## src/hdl/srsm_pkg.sv

```systemverilog
// sector range smoother: shared types, constants and register codes
// no dependencies; used by every file in hdl
`default_nettype none

package srsm_pkg;

  localparam int SECTORS_DEF        = 8;
  localparam int SCAN_POINTS_DEF    = 360;
  localparam int SECTOR_SPACING_DEF = 45;

  localparam int RANGE_W = 16;
  localparam int ANGLE_W = 9;
  localparam int HW_W    = 6;
  localparam int SUM_W   = 23;
  localparam int COUNT_W = 7;
  localparam int INDEX_W = 3;

  localparam logic [COUNT_W-1:0] COUNT_MAX = 7'd127;
  localparam int DIV_STEPS = SUM_W;

  localparam logic [15:0]     ALERT_DISTANCE_RST = 16'd300;
  localparam logic [15:0]     NEW_WEIGHT_RST     = 16'd58982;
  localparam logic [HW_W-1:0] HALF_WIDTH_RST     = 6'd20;
  localparam logic [15:0]     MIN_VALID_RST      = 16'd120;
  localparam logic [15:0]     MAX_VALID_RST      = 16'd12000;

  typedef enum logic [2:0] {
    REG_ALERT_DISTANCE = 3'd0,
    REG_NEW_WEIGHT     = 3'd1,
    REG_HALF_WIDTH     = 3'd2,
    REG_MIN_VALID      = 3'd3,
    REG_MAX_VALID      = 3'd4
  } cfg_reg_t;

  typedef enum logic [2:0] {
    ST_ACCUM,
    ST_START,
    ST_DIV,
    ST_MUL,
    ST_ADD,
    ST_EMIT
  } state_t;

  typedef struct packed {
    logic [SUM_W-1:0]   sum;
    logic [COUNT_W-1:0] count;
    logic [RANGE_W-1:0] smooth;
  } cell_data_t;

  typedef struct packed {
    logic               valid;
    logic [RANGE_W-1:0] range;
    logic [ANGLE_W-1:0] angle;
  } sample_t;

endpackage

`default_nettype wire

```

## src/hdl/srsm_cell.sv

```systemverilog
// one sector cell: window test, sum and count, smoothed range, shift link
// depends on srsm_pkg
`default_nettype none

module srsm_cell #(
  parameter int K              = 0,
  parameter int SCAN_POINTS    = srsm_pkg::SCAN_POINTS_DEF,
  parameter int SECTOR_SPACING = srsm_pkg::SECTOR_SPACING_DEF
) (
  input  wire logic                           clk,
  input  wire logic                           rst,
  input  wire srsm_pkg::sample_t              sample,
  input  wire logic [srsm_pkg::HW_W-1:0]      half_width,
  input  wire logic                           shift,
  input  wire srsm_pkg::cell_data_t           shift_in,
  output srsm_pkg::cell_data_t                data
);

  localparam int CENTRE = (K * SECTOR_SPACING) % SCAN_POINTS;
  localparam int WW     = $clog2(2 * SCAN_POINTS + 64);

  logic [WW-1:0] v0;
  logic [WW-1:0] v1;
  logic [WW-1:0] off;
  logic          wide;
  logic          hit;

  always_comb begin
    v0   = WW'(sample.angle) + WW'(SCAN_POINTS - CENTRE) + WW'(half_width);
    v1   = (v0 >= WW'(SCAN_POINTS)) ? v0 - WW'(SCAN_POINTS) : v0;
    off  = (v1 >= WW'(SCAN_POINTS)) ? v1 - WW'(SCAN_POINTS) : v1;
    wide = 32'({half_width, 1'b0}) >= 32'(SCAN_POINTS);
    hit  = wide || (off < WW'({half_width, 1'b0}));
  end

  always_ff @(posedge clk) begin
    if (rst) begin
      data <= '0;
    end else if (shift) begin
      data <= shift_in;
    end else if (sample.valid && hit && data.count != srsm_pkg::COUNT_MAX) begin
      data.sum   <= data.sum + srsm_pkg::SUM_W'(sample.range);
      data.count <= data.count + 1'b1;
    end
  end

endmodule

`default_nettype wire

```

## src/hdl/srsm_div.sv

```systemverilog
// restoring divider, one quotient bit per cycle, for the sector mean
// depends on srsm_pkg
`default_nettype none

module srsm_div (
  input  wire logic                           clk,
  input  wire logic                           rst,
  input  wire logic                           start,
  input  wire logic [srsm_pkg::SUM_W-1:0]     num,
  input  wire logic [srsm_pkg::COUNT_W-1:0]   den,
  output logic                                done,
  output logic [srsm_pkg::SUM_W-1:0]          quot
);

  localparam int CW = $clog2(srsm_pkg::DIV_STEPS + 1);

  logic                          busy;
  logic [CW-1:0]                 cnt;
  logic [srsm_pkg::COUNT_W-1:0]  rem;
  logic [srsm_pkg::COUNT_W-1:0]  dreg;
  logic [srsm_pkg::COUNT_W:0]    rem_sh;
  logic [srsm_pkg::COUNT_W:0]    rem_sub;
  logic                          qbit;

  always_comb begin
    rem_sh  = {rem, quot[srsm_pkg::SUM_W-1]};
    qbit    = rem_sh >= {1'b0, dreg};
    rem_sub = rem_sh - {1'b0, dreg};
  end

  always_ff @(posedge clk) begin
    if (rst) begin
      busy <= 1'b0;
      done <= 1'b0;
      cnt  <= '0;
    end else begin
      done <= busy && cnt == CW'(1);
      if (start) begin
        busy <= 1'b1;
        cnt  <= CW'(srsm_pkg::DIV_STEPS);
      end else if (busy) begin
        cnt <= cnt - 1'b1;
        if (cnt == CW'(1)) begin
          busy <= 1'b0;
        end
      end
    end
  end

  always_ff @(posedge clk) begin
    if (start) begin
      quot <= num;
      rem  <= '0;
      dreg <= den;
    end else if (busy) begin
      quot <= {quot[srsm_pkg::SUM_W-2:0], qbit};
      rem  <= qbit ? rem_sub[srsm_pkg::COUNT_W-1:0] : rem_sh[srsm_pkg::COUNT_W-1:0];
    end
  end

endmodule

`default_nettype wire

```

## src/hdl/sector_range_smoother.sv

```systemverilog
// sector range smoother top: sample register, chain of sector cells, divider and blend
// input: a sample beat is registered in the sample register, then added into its sector cells
// throughput: one sample beat per cycle within a scan; after a scan end beat the input is
// held while sectors pass start, divide, multiply, add and emit, and while output stalls
// reset: synchronous; sums, counts and smoothed ranges zero, registers to defaults
// depends on srsm_pkg, srsm_cell, srsm_div
`default_nettype none

module sector_range_smoother #(
  parameter int SECTORS        = srsm_pkg::SECTORS_DEF,
  parameter int SCAN_POINTS    = srsm_pkg::SCAN_POINTS_DEF,
  parameter int SECTOR_SPACING = srsm_pkg::SECTOR_SPACING_DEF
) (
  input  wire logic        clk,
  input  wire logic        rst,
  input  wire logic        s_axis_tvalid,
  output logic             s_axis_tready,
  input  wire logic [31:0] s_axis_tdata,   // sample_range, sample_angle
  input  wire logic        s_axis_tlast,   // scan_end
  output logic             m_axis_tvalid,
  input  wire logic        m_axis_tready,
  output logic [23:0]      m_axis_tdata,   // sector_index, smoothed_range
  output logic             m_axis_tuser,   // too_close
  output logic             m_axis_tlast,   // last_sector
  input  wire logic        cfg_write,
  input  wire logic [2:0]  cfg_index,
  input  wire logic [15:0] cfg_data
);

  localparam int IW = $clog2(SECTORS);

  logic [15:0]                  alert_distance;
  logic [15:0]                  new_weight;
  logic [srsm_pkg::HW_W-1:0]    half_width;
  logic [15:0]                  min_valid;
  logic [15:0]                  max_valid;

  srsm_pkg::state_t             state;
  srsm_pkg::state_t             state_next;
  srsm_pkg::sample_t            smp;
  logic                         smp_end;
  logic [IW-1:0]                idx;
  logic                         in_beat;
  logic                         div_start;
  logic                         shift;
  logic                         out_load;
  logic                         idx_last;

  srsm_pkg::cell_data_t         chain [SECTORS];
  srsm_pkg::cell_data_t         tail_in;
  srsm_pkg::cell_data_t         head;

  logic                         div_done;
  logic [srsm_pkg::SUM_W-1:0]   div_num;
  logic [srsm_pkg::SUM_W-1:0]   div_quot;
  logic [15:0]                  mean;
  logic signed [16:0]           diff;
  logic signed [33:0]           prod;
  logic signed [33:0]           acc;
  logic [15:0]                  smooth_new;

  // configuration
  always_ff @(posedge clk) begin
    if (rst) begin
      alert_distance <= srsm_pkg::ALERT_DISTANCE_RST;
      new_weight     <= srsm_pkg::NEW_WEIGHT_RST;
      half_width     <= srsm_pkg::HALF_WIDTH_RST;
      min_valid      <= srsm_pkg::MIN_VALID_RST;
      max_valid      <= srsm_pkg::MAX_VALID_RST;
    end else if (cfg_write) begin
      case (srsm_pkg::cfg_reg_t'(cfg_index))
        srsm_pkg::REG_ALERT_DISTANCE: alert_distance <= cfg_data;
        srsm_pkg::REG_NEW_WEIGHT:     new_weight     <= cfg_data;
        srsm_pkg::REG_HALF_WIDTH:     half_width     <= cfg_data[srsm_pkg::HW_W-1:0];
        srsm_pkg::REG_MIN_VALID:      min_valid      <= cfg_data;
        srsm_pkg::REG_MAX_VALID:      max_valid      <= cfg_data;
        default: ;
      endcase
    end
  end

  // input beat register
  assign s_axis_tready = (state == srsm_pkg::ST_ACCUM) && !smp_end;
  assign in_beat       = s_axis_tvalid && s_axis_tready;

  always_ff @(posedge clk) begin
    if (rst) begin
      smp.valid <= 1'b0;
      smp_end   <= 1'b0;
    end else begin
      smp.valid <= in_beat && (32'(s_axis_tdata[24:16]) < 32'(SCAN_POINTS))
                   && (s_axis_tdata[15:0] > min_valid) && (s_axis_tdata[15:0] < max_valid);
      smp_end   <= in_beat && s_axis_tlast;
    end
    if (in_beat) begin
      smp.range <= s_axis_tdata[15:0];
      smp.angle <= s_axis_tdata[24:16];
    end
  end

  // sector cells, head at cell 0, results shifted back in at the tail
  assign tail_in = '{sum: '0, count: '0, smooth: smooth_new};
  assign head    = chain[0];

  for (genvar k = 0; k < SECTORS; k++) begin : g_cell
    srsm_pkg::cell_data_t link;
    if (k == SECTORS - 1) begin : g_tail
      assign link = tail_in;
    end else begin : g_mid
      assign link = chain[k+1];
    end
    srsm_cell #(
      .K              (k),
      .SCAN_POINTS    (SCAN_POINTS),
      .SECTOR_SPACING (SECTOR_SPACING)
    ) u_cell (
      .clk        (clk),
      .rst        (rst),
      .sample     (smp),
      .half_width (half_width),
      .shift      (shift),
      .shift_in   (link),
      .data       (chain[k])
    );
  end

  // mean of the head sector
  assign div_num = head.sum + srsm_pkg::SUM_W'(head.count[srsm_pkg::COUNT_W-1:1]);

  srsm_div u_div (
    .clk   (clk),
    .rst   (rst),
    .start (div_start),
    .num   (div_num),
    .den   (head.count),
    .done  (div_done),
    .quot  (div_quot)
  );

  // blend: old + w * (mean - old), rounded
  always_comb begin
    mean = (head.count == '0) ? 16'd0 : div_quot[15:0];
    diff = $signed({1'b0, mean}) - $signed({1'b0, head.smooth});
    acc  = $signed({2'b00, head.smooth, 16'h0000}) + prod + 34'sd32768;
  end

  always_ff @(posedge clk) begin
    if (state == srsm_pkg::ST_MUL) begin
      prod <= $signed({1'b0, new_weight}) * diff;
    end
    if (state == srsm_pkg::ST_ADD) begin
      smooth_new <= acc[31:16];
    end
  end

  // sequencer
  assign idx_last = idx == IW'(SECTORS - 1);

  always_ff @(posedge clk) begin
    if (rst) begin
      state <= srsm_pkg::ST_ACCUM;
      idx   <= '0;
    end else begin
      state <= state_next;
      if (out_load) begin
        idx <= idx_last ? '0 : idx + 1'b1;
      end
    end
  end

  always_comb begin
    state_next = state;
    div_start  = 1'b0;
    shift      = 1'b0;
    out_load   = 1'b0;
    case (state)
      srsm_pkg::ST_ACCUM: begin
        if (smp_end) begin
          state_next = srsm_pkg::ST_START;
        end
      end
      srsm_pkg::ST_START: begin
        div_start  = 1'b1;
        state_next = srsm_pkg::ST_DIV;
      end
      srsm_pkg::ST_DIV: begin
        if (div_done) begin
          state_next = srsm_pkg::ST_MUL;
        end
      end
      srsm_pkg::ST_MUL: begin
        state_next = srsm_pkg::ST_ADD;
      end
      srsm_pkg::ST_ADD: begin
        state_next = srsm_pkg::ST_EMIT;
      end
      srsm_pkg::ST_EMIT: begin
        if (!m_axis_tvalid || m_axis_tready) begin
          out_load   = 1'b1;
          shift      = 1'b1;
          state_next = idx_last ? srsm_pkg::ST_ACCUM : srsm_pkg::ST_START;
        end
      end
      default: begin
        state_next = srsm_pkg::ST_ACCUM;
      end
    endcase
  end

  // output register
  always_ff @(posedge clk) begin
    if (rst) begin
      m_axis_tvalid <= 1'b0;
    end else if (out_load) begin
      m_axis_tvalid <= 1'b1;
    end else if (m_axis_tready) begin
      m_axis_tvalid <= 1'b0;
    end
  end

  always_ff @(posedge clk) begin
    if (out_load) begin
      m_axis_tdata <= {5'b00000, smooth_new, srsm_pkg::INDEX_W'(idx)};
      m_axis_tuser <= smooth_new < alert_distance;
      m_axis_tlast <= idx_last;
    end
  end

`ifndef SYNTHESIS
  a_ready_only_accum: assert property (@(posedge clk) disable iff (rst)
    s_axis_tready |-> state == srsm_pkg::ST_ACCUM)
    else $error("input ready outside accumulation");

  a_end_blocks_input: assert property (@(posedge clk) disable iff (rst)
    (in_beat && s_axis_tlast) |=> !s_axis_tready)
    else $error("input taken after scan end beat");

  a_mul_after_div: assert property (@(posedge clk) disable iff (rst)
    (state == srsm_pkg::ST_MUL) |-> $past(state == srsm_pkg::ST_DIV) && $past(div_done))
    else $error("blend started before division finished");

  a_last_is_top_sector: assert property (@(posedge clk) disable iff (rst)
    (out_load && idx_last) |=> m_axis_tlast && state == srsm_pkg::ST_ACCUM)
    else $error("last sector beat out of step");
`endif

endmodule

`default_nettype wire

```

## config.mk

```make
export PLATFORM = sky130hd
export DESIGN_NAME = sector_range_smoother
export DESIGN_NICKNAME = d
export VERILOG_FILES = /design/src/hdl/srsm_pkg.sv /design/src/hdl/srsm_cell.sv /design/src/hdl/srsm_div.sv /design/src/hdl/sector_range_smoother.sv
export SDC_FILE = /design/constraint.sdc
export NUM_CORES = 2
export LEC_CHECK = 0
export BUFFER_PORTS_ARGS = -buffer_cell sky130_fd_sc_hd__buf_2
export CORE_ASPECT_RATIO = 0.5
export CORE_UTILIZATION = 45
export CTS_CLUSTER_SIZE = 24
export DETAILED_ROUTE_END_ITERATION = 10
export PLACE_DENSITY_LB_ADDON = 0.08
export SYNTH_ARGS = -nofsm -noshare
export SYNTH_HDL_FRONTEND = slang
export SYNTH_HIERARCHICAL = 1
export SYNTH_SLANG_ARGS = --single-unit
```

## constraint.sdc

```tcl
create_clock -name clk -period 23.8 [get_ports clk]
set_clock_uncertainty 0.15 [all_clocks]
set_input_delay 2.38 -clock clk [delete_from_list [all_inputs] [get_ports clk]]
set_output_delay 2.38 -clock clk [all_outputs]
set_load 0.005 [all_outputs]
```

==> results.yml <==
clocking:
  clk_transition_reported_paths_ns: 0.06
  clkSinkCount: 570
  cts_resized: 0
  clk_latency_ns: 0.66
  htree_levels: 2
  post-cts-setup-buffers: 0
  cts-root-buf: "clkbuf_16"
  cts_hold_buf: 0
  clk_path_buf_depth: 3
  cts_buffers: 59
  cts_tree: "built"
yosys:
  syn_avg_cell_area_um2: 8.67
  synth_top_area_frac: 0.181
  async_reset_ff_frac: 0
  synth_cell_types: 149
  synth-edff-count: 109
  synth_seq_area_share: 0.245
  synthCells: 5888
  yosysMostFrequentCell: "inv_1"
  ys_seq_elements: 570
  synth_top_cell_by_area: "dfxtp_1"
  synth-main-ff-cell: "dfxtp_1"
  synth_area_leaders: "dfxtp_1, ha_1, fa_1"
  yosys-top-cells-count: "inv_1, nor2_1, ha_1"
  yosysWarnings: 6
  synth_area_um2: 51000
pwr:
  p_per_area_nw_per_um2: 61.5
  total_power_mw: 3.38
  peakVddDrop_mv: 0.0654
  p_leak_nw: 23.5
route:
  ant_nets: 0
  vias_per_cell: 5.73
  vias: 42400
  dr.pass1.iters: 5
  drt_iter0_drc: 2971
  routed_wl_um: 140000
  wl_per_cell_um: 18.8
  drc: 0
floorplan:
  io_pins: 85
  core-area_um2: 111000
  die_area_um2: 115000
  die_x_um: 478
  die_height_um: 240
  rows: 86
  initial_core_util: 0.459
grt:
  grt_max_degree: 161
  grtUsageMet3: 0.0232
  grt_usage: 0.242
  busiest_layer: "met2"
  antenna_found_initial: 0
  use_met2: 0.386
  grt.overflow.total: 0
  grt_pass1_wl_um: 225000
  first_global_vias: 41400
  met1_usage: 0.351
sta:
  max_slew_margin: 0.189
  drv_slew: 0
  fin_crit_sh: 0.404
  fmax_mhz: 104
  finalSetupTns_ns: 0
  rsz0062_at_grt: "false"
  fin_crit_ns: 9.62
  hold_viol_final: 0
  worst_pin_slew_ns: 1.19
  setup_violations: 0
outcome:
  status: "completed"
critical_path:
  slowest_stage: "nand4_1"
  path_class: "flip-flop to flip-flop"
  slowest_delay_ns: 0.75
  setup.worst_path.end_class: "flip-flop"
  required_ns: 24.06
  critPathMaxFanout: 16
  worst_setup_path_start_kind: "flip-flop"
  worst_path_most_repeated_cell: "fa_1"
  r2r.worst_path.cells: 33
  r2r_slack_ns: 14.18
  cp.arrival_ns: 9.88
placement:
  io_buffer_count: 72
  hpwl_um: 102000
  gp_congestion: 0.880
layout:
  syn_to_final_growth_pct: 7.47
  drive_gt1_frac: 0.0746
  antenna_cells: 0
  fin_nets: 6652
min_path:
  holdPathStages: 2
  hp-class: "flip-flop to flip-flop"
job:
  cap_violations: 0
==> worst max-delay path: cells and delay by family, from the launching register on <==
kind,cells,cell delay (ns)
compound gates,11,2.33
buf+inv,5,0.28
flops,1,0.43
xor+xnor,1,0.13
simple gates,8,2.48
fa+ha+maj,8,3.61
==> state kept, by name, summed over array words and instances (netlist names) <==
name                flops
alert_distance         16
g_cell.u_cell/data    368
half_width              6
idx                     3
m_axis_tdata           19
m_axis_tlast            1
m_axis_tuser            1
m_axis_tvalid           1
max_valid              16
min_valid              16
new_weight             16
prod                   17
smooth_new             16
smp                    26
smp_end                 1
state                   3
u_div/busy              1
u_div/cnt               5
u_div/done              1
u_div/dreg              7
u_div/quot             23
u_div/rem               7
==> cell type report <==
| cell class | instances | area [µm²] |
|---|---|---|
| fillers | 10700 | 56400 |
| multi-input cells | 4486 | 35300 |
| flip-flops and latches | 570 | 12500 |
| inverters | 610 | 2290 |
| well taps | 1496 | 1870 |
| clock buffers | 80 | 1680 |
| repair buffers | 131 | 838 |
| clock inverters | 32 | 410 |
==> per-stage QoR <==
step | hold slack (ns) | setup slack [ns] | instance area, µm² | utilization | cells
finish | 0.306 | 14.18 | 54900 | 0.493 | 7405
global route | 0.324 | 13.65 | 54900 | 0.493 | 7405
CTS | 0.306 | 14.17 | 54900 | 0.493 | 7405
detailed placement | 0.298 | 14.11 | 52800 | 0.474 | 7293
global placement | 0.292 | 14.19 | 52800 | 0.474 | 7293
floorplan | 0.284 | 15.60 | 51200 | - | 5922
==> placed cells by master (no fill, tap or decap), types with 78 or more instances in the layout <==
| cell | count |
|---|---|
| nand3_1 | 127 |
| xnor2_1 | 189 |
| fa_1 | 228 |
| ha_1 | 509 |
| and2_1 | 139 |
| a21o_1 | 85 |
| nor3_1 | 117 |
| xor2_1 | 78 |
| nand2_1 | 474 |
| mux2i_1 | 224 |
| inv_1 | 598 |
| o21ai_0 | 188 |
| dfxtp_1 | 461 |
| edfxtp_1 | 109 |
| a21oi_1 | 234 |
| a211oi_1 | 134 |
| nor2_1 | 522 |
==> report_power, final <==
group	leakage [nW]	internal, mW	switching, mW	total, mW
Combinational	17.8	0.519	0.804	1.32
Clock	1.03	0.584	0.422	1.01
Sequential	4.73	1.01	0.0323	1.05
Total	23.5	2.12	1.26	3.38
==> cells by family (layout without fill, tap and decap cells) <==
| group | after synthesis | in the layout | synth area share |
|---|---|---|---|
| other cells | 1 | 35 | 0.0000735 |
| simple gates | 1904 | 1904 | 0.187 |
| buf+inv | 866 | 853 | 0.0679 |
| compound gates | 1274 | 1274 | 0.185 |
| xor+xnor | 284 | 284 | 0.0509 |
| flops | 570 | 570 | 0.245 |
| mux | 252 | 252 | 0.0503 |
| fa+ha+maj | 737 | 737 | 0.214 |
==> path summary, 6_finish.rpt <==
check,startpoint,end
setup / recovery,g_cell[0].u_cell/data[22]$_SDFFE_PP0P_,prod[31]$_DFFE_PN_
hold / removal,alert_distance[1]$_SDFFE_PP0P_,alert_distance[1]$_SDFFE_PP0P_
setup reg to reg,g_cell[0].u_cell/data[22]$_SDFFE_PP0P_,prod[31]$_DFFE_PN_
hold reg to reg,alert_distance[1]$_SDFFE_PP0P_,alert_distance[1]$_SDFFE_PP0P_
==> metal layers <==
layer	wire (µm)	part of all wire
met1	69700	0.50
met2	60600	0.43
met3	6480	0.046
met4	2770	0.020
met5	0	0
Power figures use the tool's default switching activity.
